`src/fsel_pkg.sv`:
```
// shared types, codes and constants of the fifo shared/exclusive lock unit
package fsel_pkg;

   // default sizes handed to the top level
   localparam int unsigned DEF_QUEUE_DEPTH = 16;
   localparam int unsigned DEF_TAG_BITS    = 8;
   localparam int unsigned DEF_MAX_HOLDERS = 256;

   // most queue grants made by one release
   localparam int unsigned MAX_RESULTS = 16;
   localparam int unsigned DRAIN_BITS  = $clog2(MAX_RESULTS + 1);

   // request operation codes
   localparam logic OP_ACQUIRE = 1'b0;
   localparam logic OP_RELEASE = 1'b1;

   // result status codes
   localparam logic [1:0] RSP_GRANT_NOW   = 2'd0;
   localparam logic [1:0] RSP_GRANT_QUEUE = 2'd1;
   localparam logic [1:0] RSP_REJECT_FULL = 2'd2;
   localparam logic [1:0] RSP_NO_HOLDER   = 2'd3;

   // controller to datapath commands
   typedef struct packed {
      logic load;
      logic acq_grant;
      logic acq_reject;
      logic acq_enqueue;
      logic rel_fault;
      logic rel_dec;
      logic drain_grant;
      logic drain_finish;
   } ctrl_cmd_type;

   // datapath to controller status
   typedef struct packed {
      logic is_release;
      logic acq_now;
      logic queue_full;
      logic count_zero;
      logic drain_ok;
   } dp_status_type;

endpackage

```
`src/fifo_shared_exclusive_lock_unit.sv`:
```
// top level of the fifo shared/exclusive lock unit: controller plus datapath
// acquire or release without holder: busy during the decide step, result strobe in the cycle
//   after that step; the next beat is accepted only once the unit is idle again
// release with holders: a decide step, a drain step per queue grant (read port sets the pace),
//   a step to close the drain; strobes one per cycle, the last in the cycle after the close
// synchronous reset empties the queue and clears holders; results are never stalled
module fifo_shared_exclusive_lock_unit #(
   parameter int unsigned QUEUE_DEPTH = fsel_pkg::DEF_QUEUE_DEPTH,
   parameter int unsigned TAG_BITS    = fsel_pkg::DEF_TAG_BITS,
   parameter int unsigned MAX_HOLDERS = fsel_pkg::DEF_MAX_HOLDERS
) (
   input  logic                clock,
   input  logic                reset,
   input  logic                start,
   output logic                busy,
   input  logic                req_op,
   input  logic [TAG_BITS-1:0] req_task_tag,
   input  logic                req_want_shared,
   input  logic                req_has_parent,
   output logic                rsp_valid,
   output logic [TAG_BITS-1:0] rsp_grant_tag,
   output logic                rsp_grant_shared,
   output logic                rsp_route_parent,
   output logic [1:0]          rsp_status,
   output logic                rsp_last
);
   import fsel_pkg::*;

   ctrl_cmd_type  cmd;
   dp_status_type dp_status;

   // sequencing
   fsel_ctrl u_ctrl (
      .clock  (clock),
      .reset  (reset),
      .start  (start),
      .busy   (busy),
      .status (dp_status),
      .cmd    (cmd)
   );

   // lock state and queue
   fsel_dpath #(
      .QUEUE_DEPTH (QUEUE_DEPTH),
      .TAG_BITS    (TAG_BITS),
      .MAX_HOLDERS (MAX_HOLDERS)
   ) u_dpath (
      .clock            (clock),
      .reset            (reset),
      .cmd              (cmd),
      .status           (dp_status),
      .req_op           (req_op),
      .req_task_tag     (req_task_tag),
      .req_want_shared  (req_want_shared),
      .req_has_parent   (req_has_parent),
      .rsp_valid        (rsp_valid),
      .rsp_grant_tag    (rsp_grant_tag),
      .rsp_grant_shared (rsp_grant_shared),
      .rsp_route_parent (rsp_route_parent),
      .rsp_status       (rsp_status),
      .rsp_last         (rsp_last)
   );

endmodule

```
`src/fsel_ctrl.sv`:
```
// controller state machine of the lock unit: sequences decide and drain steps
module fsel_ctrl (
   input  logic                   clock,
   input  logic                   reset,
   input  logic                   start,
   output logic                   busy,
   input  fsel_pkg::dp_status_type status,
   output fsel_pkg::ctrl_cmd_type  cmd
);
   import fsel_pkg::*;

   typedef enum logic [2:0] {
      ST_IDLE  = 3'b001,
      ST_EXEC  = 3'b010,
      ST_DRAIN = 3'b100
   } state_type;

   state_type state_ff, state_in;

   // next state and commands
   always_comb begin
      state_in = state_ff;
      cmd      = '0;
      unique case (state_ff)
         ST_IDLE: begin
            if (start) begin
               cmd.load = 1'b1;
               state_in = ST_EXEC;
            end
         end
         ST_EXEC: begin
            if (!status.is_release) begin
               if (status.acq_now) begin
                  cmd.acq_grant = 1'b1;
               end else if (status.queue_full) begin
                  cmd.acq_reject = 1'b1;
               end else begin
                  cmd.acq_enqueue = 1'b1;
               end
               state_in = ST_IDLE;
            end else if (status.count_zero) begin
               cmd.rel_fault = 1'b1;
               state_in      = ST_IDLE;
            end else begin
               cmd.rel_dec = 1'b1;
               state_in    = ST_DRAIN;
            end
         end
         ST_DRAIN: begin
            if (status.drain_ok) begin
               cmd.drain_grant = 1'b1;
            end else begin
               cmd.drain_finish = 1'b1;
               state_in         = ST_IDLE;
            end
         end
         default: begin
            state_in = ST_IDLE;
         end
      endcase
   end

   // state register
   always_ff @(posedge clock) begin
      if (reset) begin
         state_ff <= ST_IDLE;
      end else begin
         state_ff <= state_in;
      end
   end

   assign busy = (state_ff != ST_IDLE);

   // decide step only follows an accepted beat
   a_exec_after_accept: assert property (@(posedge clock) disable iff (reset)
      state_ff == ST_EXEC |-> $past(start && state_ff == ST_IDLE))
      else $error("decide step without accepted beat");

   // drain only entered from a release decision or itself
   a_drain_entry: assert property (@(posedge clock) disable iff (reset)
      state_ff == ST_DRAIN |-> $past(state_ff == ST_EXEC || state_ff == ST_DRAIN))
      else $error("drain entered from idle");

endmodule

```
`src/fsel_dpath.sv`:
```
// datapath of the lock unit: holder count, wait queue memory and result registers
module fsel_dpath #(
   parameter int unsigned QUEUE_DEPTH = fsel_pkg::DEF_QUEUE_DEPTH,
   parameter int unsigned TAG_BITS    = fsel_pkg::DEF_TAG_BITS,
   parameter int unsigned MAX_HOLDERS = fsel_pkg::DEF_MAX_HOLDERS
) (
   input  logic                   clock,
   input  logic                   reset,
   input  fsel_pkg::ctrl_cmd_type  cmd,
   output fsel_pkg::dp_status_type status,
   input  logic                   req_op,
   input  logic [TAG_BITS-1:0]    req_task_tag,
   input  logic                   req_want_shared,
   input  logic                   req_has_parent,
   output logic                   rsp_valid,
   output logic [TAG_BITS-1:0]    rsp_grant_tag,
   output logic                   rsp_grant_shared,
   output logic                   rsp_route_parent,
   output logic [1:0]             rsp_status,
   output logic                   rsp_last
);
   import fsel_pkg::*;

   localparam int unsigned CW = $clog2(MAX_HOLDERS + 1);
   localparam int unsigned FW = $clog2(QUEUE_DEPTH + 1);
   localparam int unsigned PW = $clog2(QUEUE_DEPTH);
   localparam logic [CW-1:0] HOLD_LIMIT = CW'(MAX_HOLDERS);
   localparam logic [FW-1:0] FILL_LIMIT = FW'(QUEUE_DEPTH);
   localparam logic [PW-1:0] PTR_LAST   = PW'(QUEUE_DEPTH - 1);
   localparam logic [DRAIN_BITS-1:0] DRAIN_LIMIT = DRAIN_BITS'(MAX_RESULTS);

   typedef struct packed {
      logic [TAG_BITS-1:0] tag;
      logic                sh;
      logic                par;
   } entry_type;

   // captured request
   logic                op_ff;
   entry_type           req_ff;

   // lock state
   logic [CW-1:0]         count_ff, count_in;
   logic                  hshared_ff, hshared_in;
   logic [PW-1:0]         head_ff, head_in;
   logic [PW-1:0]         tail_ff, tail_in;
   logic [FW-1:0]         fill_ff, fill_in;
   logic [DRAIN_BITS-1:0] dcnt_ff, dcnt_in;

   // pending queue grant, held until the next drain decision tells its last bit
   entry_type pend_ff;
   logic      pend_valid_ff, pend_valid_in;

   // wait queue memory and its registered head read
   entry_type mem [QUEUE_DEPTH];
   entry_type rd_ff;

   // result registers
   logic      rsp_valid_ff, rsp_valid_in;
   entry_type rsp_entry_ff, rsp_entry_in;
   logic [1:0] rsp_status_ff, rsp_status_in;
   logic      rsp_last_ff, rsp_last_in;

   // decisions
   always_comb begin
      status.is_release = (op_ff == OP_RELEASE);
      status.count_zero = (count_ff == '0);
      status.acq_now    = (count_ff < HOLD_LIMIT) &&
                          ((count_ff == '0) ||
                           (req_ff.sh && hshared_ff && (fill_ff == '0)));
      status.queue_full = (fill_ff >= FILL_LIMIT);
      status.drain_ok   = (dcnt_ff < DRAIN_LIMIT) && (fill_ff != '0) &&
                          (count_ff < HOLD_LIMIT) &&
                          ((count_ff == '0) || (rd_ff.sh && hshared_ff));
   end

   // state updates
   always_comb begin
      count_in      = count_ff;
      hshared_in    = hshared_ff;
      head_in       = head_ff;
      tail_in       = tail_ff;
      fill_in       = fill_ff;
      dcnt_in       = dcnt_ff;
      pend_valid_in = pend_valid_ff;
      if (cmd.acq_grant) begin
         count_in   = count_ff + CW'(1);
         hshared_in = req_ff.sh;
      end
      if (cmd.acq_enqueue) begin
         tail_in = (tail_ff == PTR_LAST) ? '0 : tail_ff + PW'(1);
         fill_in = fill_ff + FW'(1);
      end
      if (cmd.rel_dec) begin
         count_in      = count_ff - CW'(1);
         dcnt_in       = '0;
         pend_valid_in = 1'b0;
      end
      if (cmd.drain_grant) begin
         head_in       = (head_ff == PTR_LAST) ? '0 : head_ff + PW'(1);
         fill_in       = fill_ff - FW'(1);
         count_in      = count_ff + CW'(1);
         hshared_in    = rd_ff.sh;
         dcnt_in       = dcnt_ff + DRAIN_BITS'(1);
         pend_valid_in = 1'b1;
      end
      if (cmd.drain_finish) begin
         pend_valid_in = 1'b0;
      end
   end

   // result selection
   always_comb begin
      rsp_valid_in  = 1'b0;
      rsp_entry_in  = req_ff;
      rsp_status_in = RSP_GRANT_NOW;
      rsp_last_in   = 1'b1;
      if (cmd.acq_grant) begin
         rsp_valid_in = 1'b1;
      end else if (cmd.acq_reject) begin
         rsp_valid_in  = 1'b1;
         rsp_status_in = RSP_REJECT_FULL;
      end else if (cmd.rel_fault) begin
         rsp_valid_in  = 1'b1;
         rsp_entry_in  = '0;
         rsp_status_in = RSP_NO_HOLDER;
      end else if ((cmd.drain_grant || cmd.drain_finish) && pend_valid_ff) begin
         rsp_valid_in  = 1'b1;
         rsp_entry_in  = pend_ff;
         rsp_status_in = RSP_GRANT_QUEUE;
         rsp_last_in   = cmd.drain_finish;
      end
   end

   // control registers
   always_ff @(posedge clock) begin
      if (reset) begin
         count_ff      <= '0;
         hshared_ff    <= 1'b0;
         head_ff       <= '0;
         tail_ff       <= '0;
         fill_ff       <= '0;
         dcnt_ff       <= '0;
         pend_valid_ff <= 1'b0;
         rsp_valid_ff  <= 1'b0;
      end else begin
         count_ff      <= count_in;
         hshared_ff    <= hshared_in;
         head_ff       <= head_in;
         tail_ff       <= tail_in;
         fill_ff       <= fill_in;
         dcnt_ff       <= dcnt_in;
         pend_valid_ff <= pend_valid_in;
         rsp_valid_ff  <= rsp_valid_in;
      end
   end

   // payload registers
   always_ff @(posedge clock) begin
      if (cmd.load) begin
         op_ff      <= req_op;
         req_ff.tag <= req_task_tag;
         req_ff.sh  <= req_want_shared;
         req_ff.par <= req_has_parent;
      end
      if (cmd.drain_grant) begin
         pend_ff <= rd_ff;
      end
      rsp_entry_ff  <= rsp_entry_in;
      rsp_status_ff <= rsp_status_in;
      rsp_last_ff   <= rsp_last_in;
   end

   // wait queue memory: write at tail, read at the next head
   always_ff @(posedge clock) begin
      if (cmd.acq_enqueue) begin
         mem[tail_ff] <= req_ff;
      end
      rd_ff <= mem[head_in];
   end

   assign rsp_valid        = rsp_valid_ff;
   assign rsp_grant_tag    = rsp_entry_ff.tag;
   assign rsp_grant_shared = rsp_entry_ff.sh;
   assign rsp_route_parent = rsp_entry_ff.par;
   assign rsp_status       = rsp_status_ff;
   assign rsp_last         = rsp_last_ff;

   // queue fill stays within depth
   a_fill_bound: assert property (@(posedge clock) disable iff (reset)
      fill_ff <= FILL_LIMIT)
      else $error("queue fill beyond depth");

   // empty queue has aligned pointers
   a_empty_ptrs: assert property (@(posedge clock) disable iff (reset)
      fill_ff == '0 |-> head_ff == tail_ff)
      else $error("empty queue with head and tail apart");

   // a held queue grant goes out as the final beat when the drain ends
   a_pend_flush: assert property (@(posedge clock) disable iff (reset)
      cmd.drain_finish && pend_valid_ff |=> rsp_valid_ff && rsp_last_ff)
      else $error("pending grant lost at end of drain");

endmodule
```
`config.mk`:
```
export PLATFORM = sky130hd
export DESIGN_NAME = fifo_shared_exclusive_lock_unit
export DESIGN_NICKNAME = d
export VERILOG_FILES = /design/src/fsel_pkg.sv /design/src/fifo_shared_exclusive_lock_unit.sv /design/src/fsel_ctrl.sv /design/src/fsel_dpath.sv
export SDC_FILE = /design/constraint.sdc
export NUM_CORES = 1
export LEC_CHECK = 0
export BUFFER_PORTS_ARGS = -buffer_cell sky130_fd_sc_hd__buf_2
export CELL_PAD_IN_SITES_DETAIL_PLACEMENT = 0
export CELL_PAD_IN_SITES_GLOBAL_PLACEMENT = 1
export CORE_MARGIN = 3
export CORE_UTILIZATION = 29
export DETAILED_ROUTE_END_ITERATION = 16
export HOLD_SLACK_MARGIN = 0.06
export PLACE_DENSITY_LB_ADDON = 0.1
export SLEW_MARGIN = 10
export SYNTH_ARGS = -nofsm -noshare
export SYNTH_HDL_FRONTEND = slang
export SYNTH_SLANG_ARGS = --single-unit
```
`constraint.sdc`:
```
create_clock -name clock -period 3.1 [get_ports clock]
set_input_delay 0.465 -clock clock [delete_from_list [all_inputs] [get_ports clock]]
set_output_delay 0.465 -clock clock [all_outputs]
set_load 0.02 [all_outputs]
```
; ---- Yosys cells after proc, flatten, opt, wreduce, memory -nomap -nowiden
; Memories as Yosys holds them, arrays and structs flattened. A register that Yosys moved wholly into a read port is not among the register bits.
; Index checks and enable logic that the tools add are counted.
[totals]
regBits = 67
ramBits = 160
inputBits = 14
out_inout_bits = 15
elab_cells = 110
memories = 1
[memory_table]
columns = name, depth, width, rd, rd_ports_with_merged_regs, wr, line_no
row1 = u_dpath.mem, 16, 10, 1, 1, 1, fsel_dpath.sv:55  ; entry_type mem [QUEUE_DEPTH];
[classes]
add_sub_neg = 7
magnitude_cmp = 3
n_eq_ne = 8
n_mux = 46
bitwise = 1
reduce_logical = 22
[op_table]
columns = op, count
row1 = 2-to-1 mux 10 bit, 4
row2 = 2-to-1 mux 9 bit, 3
row3 = 2-to-1 mux 5 bit, 5
row4 = 2-to-1 mux 1 bit, 20
row5 = 2-to-1 mux 3 bit, 5
row6 = 2-to-1 mux 4 bit, 3
row7 = adder 5 x 1 -> 5 bit (second input constant), 2
row8 = 2-to-1 mux 2 bit, 5
row9 = adder 9 x 1 -> 9 bit (second input constant), 1
row10 = logical NOT 9 bit, 1
row11 = less-than comparator 9 bit (second input constant), 1
row12 = case mux 3 bit (3 select lines), 1
row13 = subtractor 9 x 1 -> 9 bit (second input constant), 1
row14 = adder 4 x 1 -> 4 bit (second input constant), 2
row15 = == test 4 bit (second input constant), 2
row16 = logical AND 1 bit, 8
row17 = nonzero test 2 bit, 3
row18 = >= comparator 5 bit (second input constant), 1
row19 = logical NOT 5 bit, 1
row20 = less-than comparator 5 bit (second input constant), 1
row21 = nonzero test 5 bit, 1
row22 = subtractor 5 x 1 -> 5 bit (second input constant), 1
row23 = != test 2 bit (second input constant), 2
row24 = OR reduction 2 bit, 2
row25 = 9 further kinds, 11

; ---- Logic depth before layout (Yosys ltp)
[logic_depth]
word_depth = 12
depth_mapped = 12
ltp_nobuf = 11

; ---- Modules after synthesis
; From an unflattened synthesis, not the netlist that was laid out.
[hier_totals]
hier_cells = 700
hier_area_um2 = 9629.2
[by_module_without_submodules]
columns = mod, n_inst, cells_each, area_per_inst_um2, seq_area_each_um2
row1 = fsel_dpath, 1, 675, 9430.3, 6496.2
row2 = fsel_ctrl, 1, 25, 198.9, 60.1

; ---- Worst setup path after synthesis
; Ideal clock, no wire load.
[synth_path]
path_type = flip-flop to flip-flop
start = reg u_dpath.op_ff
end = mem u_dpath.mem[3][0] (netlist name) (enable)
setup_time_ns = 0.390
arrival_ns = 2.320
path_slack_ns = 0.390
stages_incl_launch_ff = 6
cell_sequence = edfxtp_1 or4b_2 nor3_1 buf_2 nand2_1 nor3_1
[synth_between]
elab_chain_cells = 4
[synth_rtl]
columns = element, line_no
row1 = "start, declared", fsel_dpath.sv:39  ; logic op_ff;
row2 = "start signal, assigned", fsel_dpath.sv:161  ; op_ff <= req_op;
row3 = 2-to-1 mux 3 bit, fsel_ctrl.sv:32  ; if (!status.is_release) begin
row4 = 2-to-1 mux 5 bit, fsel_ctrl.sv:24  ; unique case (state_ff)
row5 = 2-to-1 mux 1 bit, fsel_dpath.sv:176  ; if (cmd.acq_enqueue) begin
row6 = 2-to-1 mux 1 bit (implied by the code), fsel_dpath.sv:177  ; mem[tail_ff] <= req_ff;
row7 = "end, declared", fsel_dpath.sv:55
; No other way between the ends.

; ---- Final worst setup path
[layout_path]
start = reg u_dpath.count_ff[4]
end = reg, netlist name u_dpath.rd_ff[1]
[layout_between]
elab_chain_cells = 6
elab_cells_between_ends = 8
cone_classes = order compare: 1 / mux: 3 / reduce/logical: 4
[layout_rtl]
columns = element, line_no
row1 = "start, declared", fsel_dpath.sv:43  ; logic [CW-1:0] count_ff, count_in;
row2 = "start signal, assigned", fsel_dpath.sv:147  ; count_ff <= count_in;
row3 = less-than comparator 9 bit or logical NOT 9 bit (tied branches), "fsel_dpath.sv:73, fsel_dpath.sv:74"
row4 = logical AND 1 bit or logical OR 1 bit (tied branches), "fsel_dpath.sv:72, fsel_dpath.sv:74"
row5 = logical AND 1 bit (*), fsel_dpath.sv:73  ; (count_ff < HOLD_LIMIT) &&
row6 = 2-to-1 mux 1 bit (*), fsel_ctrl.sv:50  ; if (status.drain_ok) begin
row7 = 2-to-1 mux 2 bit (*), fsel_ctrl.sv:24
row8 = 2-to-1 mux 4 bit (*), fsel_dpath.sv:99  ; if (cmd.drain_grant) begin
; Every way passes the cells marked *; elsewhere a longest branch is shown, timed or not.
; A chain may end at the register's enable or synchronous reset.

==> impl_metrics.yaml <==
timing:
  slew_headroom_pct: 38.8
  hold-worst-slack_ns: 0.104
  timing.fmax_mhz: 340
  fin_skew_ns: 0.0101
  finalHoldViolCount: 0
  finalCritPeriodShare_pct: 94.9
  layout_setup_ws_ns: 0.158
  maxSlewViolCount: 0
  period_minus_slack_ns: 2.94
  tightest_slew_ns: 0.917
  setup_tns_ns: 0
  finalSetupViolations: 0
  rsz0062_at_grt: "no"
global_route:
  antenna_found_initial: 0
  grt.overflow.total: 0
  grt_pass1_wl_um: 37600
  grt_max_degree: 35
  grt_pass1_vias: 5719
  grt_usage_pct: 14.1
flow_run:
  maxCapViolCount: 0
final_layout:
  stdcell_count: 1187
  drive_above_1_share_pct: 17.8
  area_growth_pct: 17.2
  finish.net_count: 754
  final_common_cell: "edfxtp_1"
  insertedDiodeCount: 0
  final-seq-area_mm2: 0.00656
  utilization_pct: 35.0
  fillers: 3087
  multi_input_area_mm2: 0.00280
  final_area_mm2: 0.0112
  final_cell_mix: "edfxtp_1, nand2_1, dfxtp_1, mux2i_1, nor2_1"
critical_path:
  worst_path_most_repeated_cell: "buf_4"
  cp_slowest_cell: "a311oi_1"
  path_buf_inv: 2
  critPathRequiredTime_ns: 3.57
  critPathCaptureType: "register"
  critPathArrivalTime_ns: 3.42
  critPathTopFamily: "compound AO/OA/AOI/OAI gates"
  critical_path.startpoint_type: "register"
  path_class: "reg -> reg"
  cp_max_fo: 20
  crit_chain: "or3_1, o31a_1, o21ai_1, buf_4, and2_1, buf_4, a211oi_1, a311oi_1, a221o_1"
  cpPeakStageDelay_ns: 0.52
yosys:
  synth_area_per_cell_um2: 14.0
  ys_seq_area_share_pct: 68.7
  ys_ff_latch: 237
  synth_ff_type: "edfxtp_1"
  yosysWarnings: 0
  synth_xor_area_share_pct: 1.45
  synthAdderAreaFrac_pct: 1.31
  yosys-mux-area-fraction_pct: 6.24
  synth_top_family_by_area: "compound AO/OA/AOI/OAI gates"
  syn_area_mm2: 0.00955
  synthCells: 680
  synthSimpleGateAreaFrac_pct: 9.19
  synth_compound_area_share_pct: 10.5
  synth_edf_count: 181
  ys_types: 64
  syn_nets: 704
  synth_async_sr_flop_share_pct: 0
drt:
  drtAntennaViolNets: 0
  viasPerCell: 4.78
  drc: 0
  wl_um: 25000
  drtIter0Drc: 313
  drtPass1Iterations: 4
  via_count: 5672
  post_drt_wl_per_cell_um: 21.1
clocking:
  clock-root-buffer: "clkbuf_16"
  cts-resized-gates: 0
  clock-sinks: 237
  clk_pin_slew_ns: 0.06
  clk_latency_ns: 0.54
  htreeDepth: 1
  cts_tree: "yes"
  ctsHoldBuffers: 0
  cts_inserted_buffers: 28
  postCtsSetupRepairBufs: 0
  cts_buffer_depth: 3
floorplanning:
  die_area_mm2: 0.0351
  dieHeight_um: 187
  io_pins: 29
  rows: 65
  start_util_pct: 29.9
  die_w_um: 187
  core_mm2: 0.0320
placed_design:
  portBuffers: 28
  placed_area_mm2: 0.0103
  place_ws_ns: 0.0393
  gp_congestion: 0.768
  dp.cells: 1135
  dp_hpwl_um: 16800
worst_hold_path:
  hold_class: "in -> reg"
power_and_ir_drop:
  swShare_pct: 20.6
  finalPower_mw: 6.61
  internal_power_mw: 5.25
  p_leak_nw: 3.63
  peakVddDrop_mv: 0.413
  power_density_mw_per_mm2: 590
  combinationalPowerShare_pct: 1.2
  p_clk_share_pct: 45.8
  switchingPower_mw: 1.36
  p_seq_share_pct: 53.0
run_status:
  outcome: "completed"
==> Yosys cell counts (4+ instances only) <==
library cell / count / share of area (%)
nor3_1: 10 / 0.52
xor2_1: 5 / 0.46
a211oi_1: 30 / 2.4
clkbuf_1: 14 / 0.55
xnor2_1: 9 / 0.83
o21ai_0: 22 / 1.2
nand2_1: 59 / 2.3
nor2_1: 47 / 1.8
nor4_1: 4 / 0.26
nand3_1: 6 / 0.31
dfxtp_1: 56 / 12
inv_1: 12 / 0.47
a31oi_1: 4 / 0.26
a21oi_1: 14 / 0.73
or3_1: 6 / 0.39
a311oi_1: 9 / 0.83
a221o_1: 9 / 0.94
and3_1: 20 / 1.3
a21boi_0: 9 / 0.71
ha_1: 10 / 1.3
edfxtp_1: 181 / 57
a21oi_2: 4 / 0.37
a221oi_1: 9 / 0.83
nand2b_1: 4 / 0.26
buf_2: 14 / 0.73
o21ai_1: 5 / 0.26
mux2i_1: 52 / 5.5
buf_6: 5 / 0.59
==> power by group through the flow <==
stage	Sequential, mW	Combinational [mW]	Clock (mW)
after CTS	3.51	0.0814	3.13
after floorplan	3.55	0.0300	0
after global routing	3.51	0.0883	3.26
after detailed placement	3.57	0.0817	0
after global placement	3.57	0.0809	0
final	3.50	0.0788	3.02
==> layer usage <==
metal  GRT usage, %  share of wire [%]  vias up
met5              0                  0        -
met4           4.70                3.3        0
met3           2.17                3.8       39
met2           22.2                 45      132
met1           20.1                 48     2800
li1               -                  -     2701
==> final timing paths <==
check / startpoint / to / slack (ns) / depth (start not counted)
worst max-delay path: u_dpath.count_ff[4] / u_dpath.rd_ff[1] / 0.16 / 9
worst min-delay path: req_task_tag[7] / u_dpath.req_ff[9] / 0.10 / 1
worst max register to register: u_dpath.count_ff[4] / u_dpath.rd_ff[1] / 0.16 / 9
worst min register to register: u_dpath.rd_ff[8] / u_dpath.pend_ff[8] / 0.40 / 0
==> layout make-up <==
| class | instances | share of cell area, % |
|---|---|---|
| clock buffer | 36 | 6.72 |
| clock inverter | 16 | 0.883 |
| inverter | 12 | 0.403 |
| multi-input combinational | 394 | 25.0 |
| sequential | 237 | 58.6 |
| tap | 435 | 4.86 |
| timing repair buffer | 57 | 3.53 |
==> sequential cells by signal (all words and copies together), names as in the netlist, 4 cells and up <==
| signal | cells |
|---|---|
| u_dpath.mem | 160 |
| u_dpath.pend_ff | 10 |
| u_dpath.rd_ff | 10 |
| u_dpath.req_ff | 10 |
| u_dpath.count_ff | 9 |
| u_dpath.rsp_grant_tag | 8 |
| u_dpath.dcnt_ff | 5 |
| u_dpath.fill_ff | 5 |
| u_dpath.head_ff | 4 |
| u_dpath.tail_ff | 4 |
==> worst register-to-register path, stage by stage, from the launching register on <==
cell	delay [ns]
dfxtp_1	0.35
or3_1	0.47
o31a_1	0.41
o21ai_1	0.19
buf_4	0.21
and2_1	0.15
buf_4	0.25
a211oi_1	0.15
a311oi_1	0.52
a221o_1	0.20
==> logic make-up after synthesis <==
logic type	after synthesis
AO/OA/AOI/OAI	133
XOR/XNOR	15
adder cells (fa/ha/maj)	10
buffers and inverters	49
flip-flops	237
multiplexers	56
AND/OR/NAND/NOR	180
Note: power is estimated with default switching activity, not from simulation.
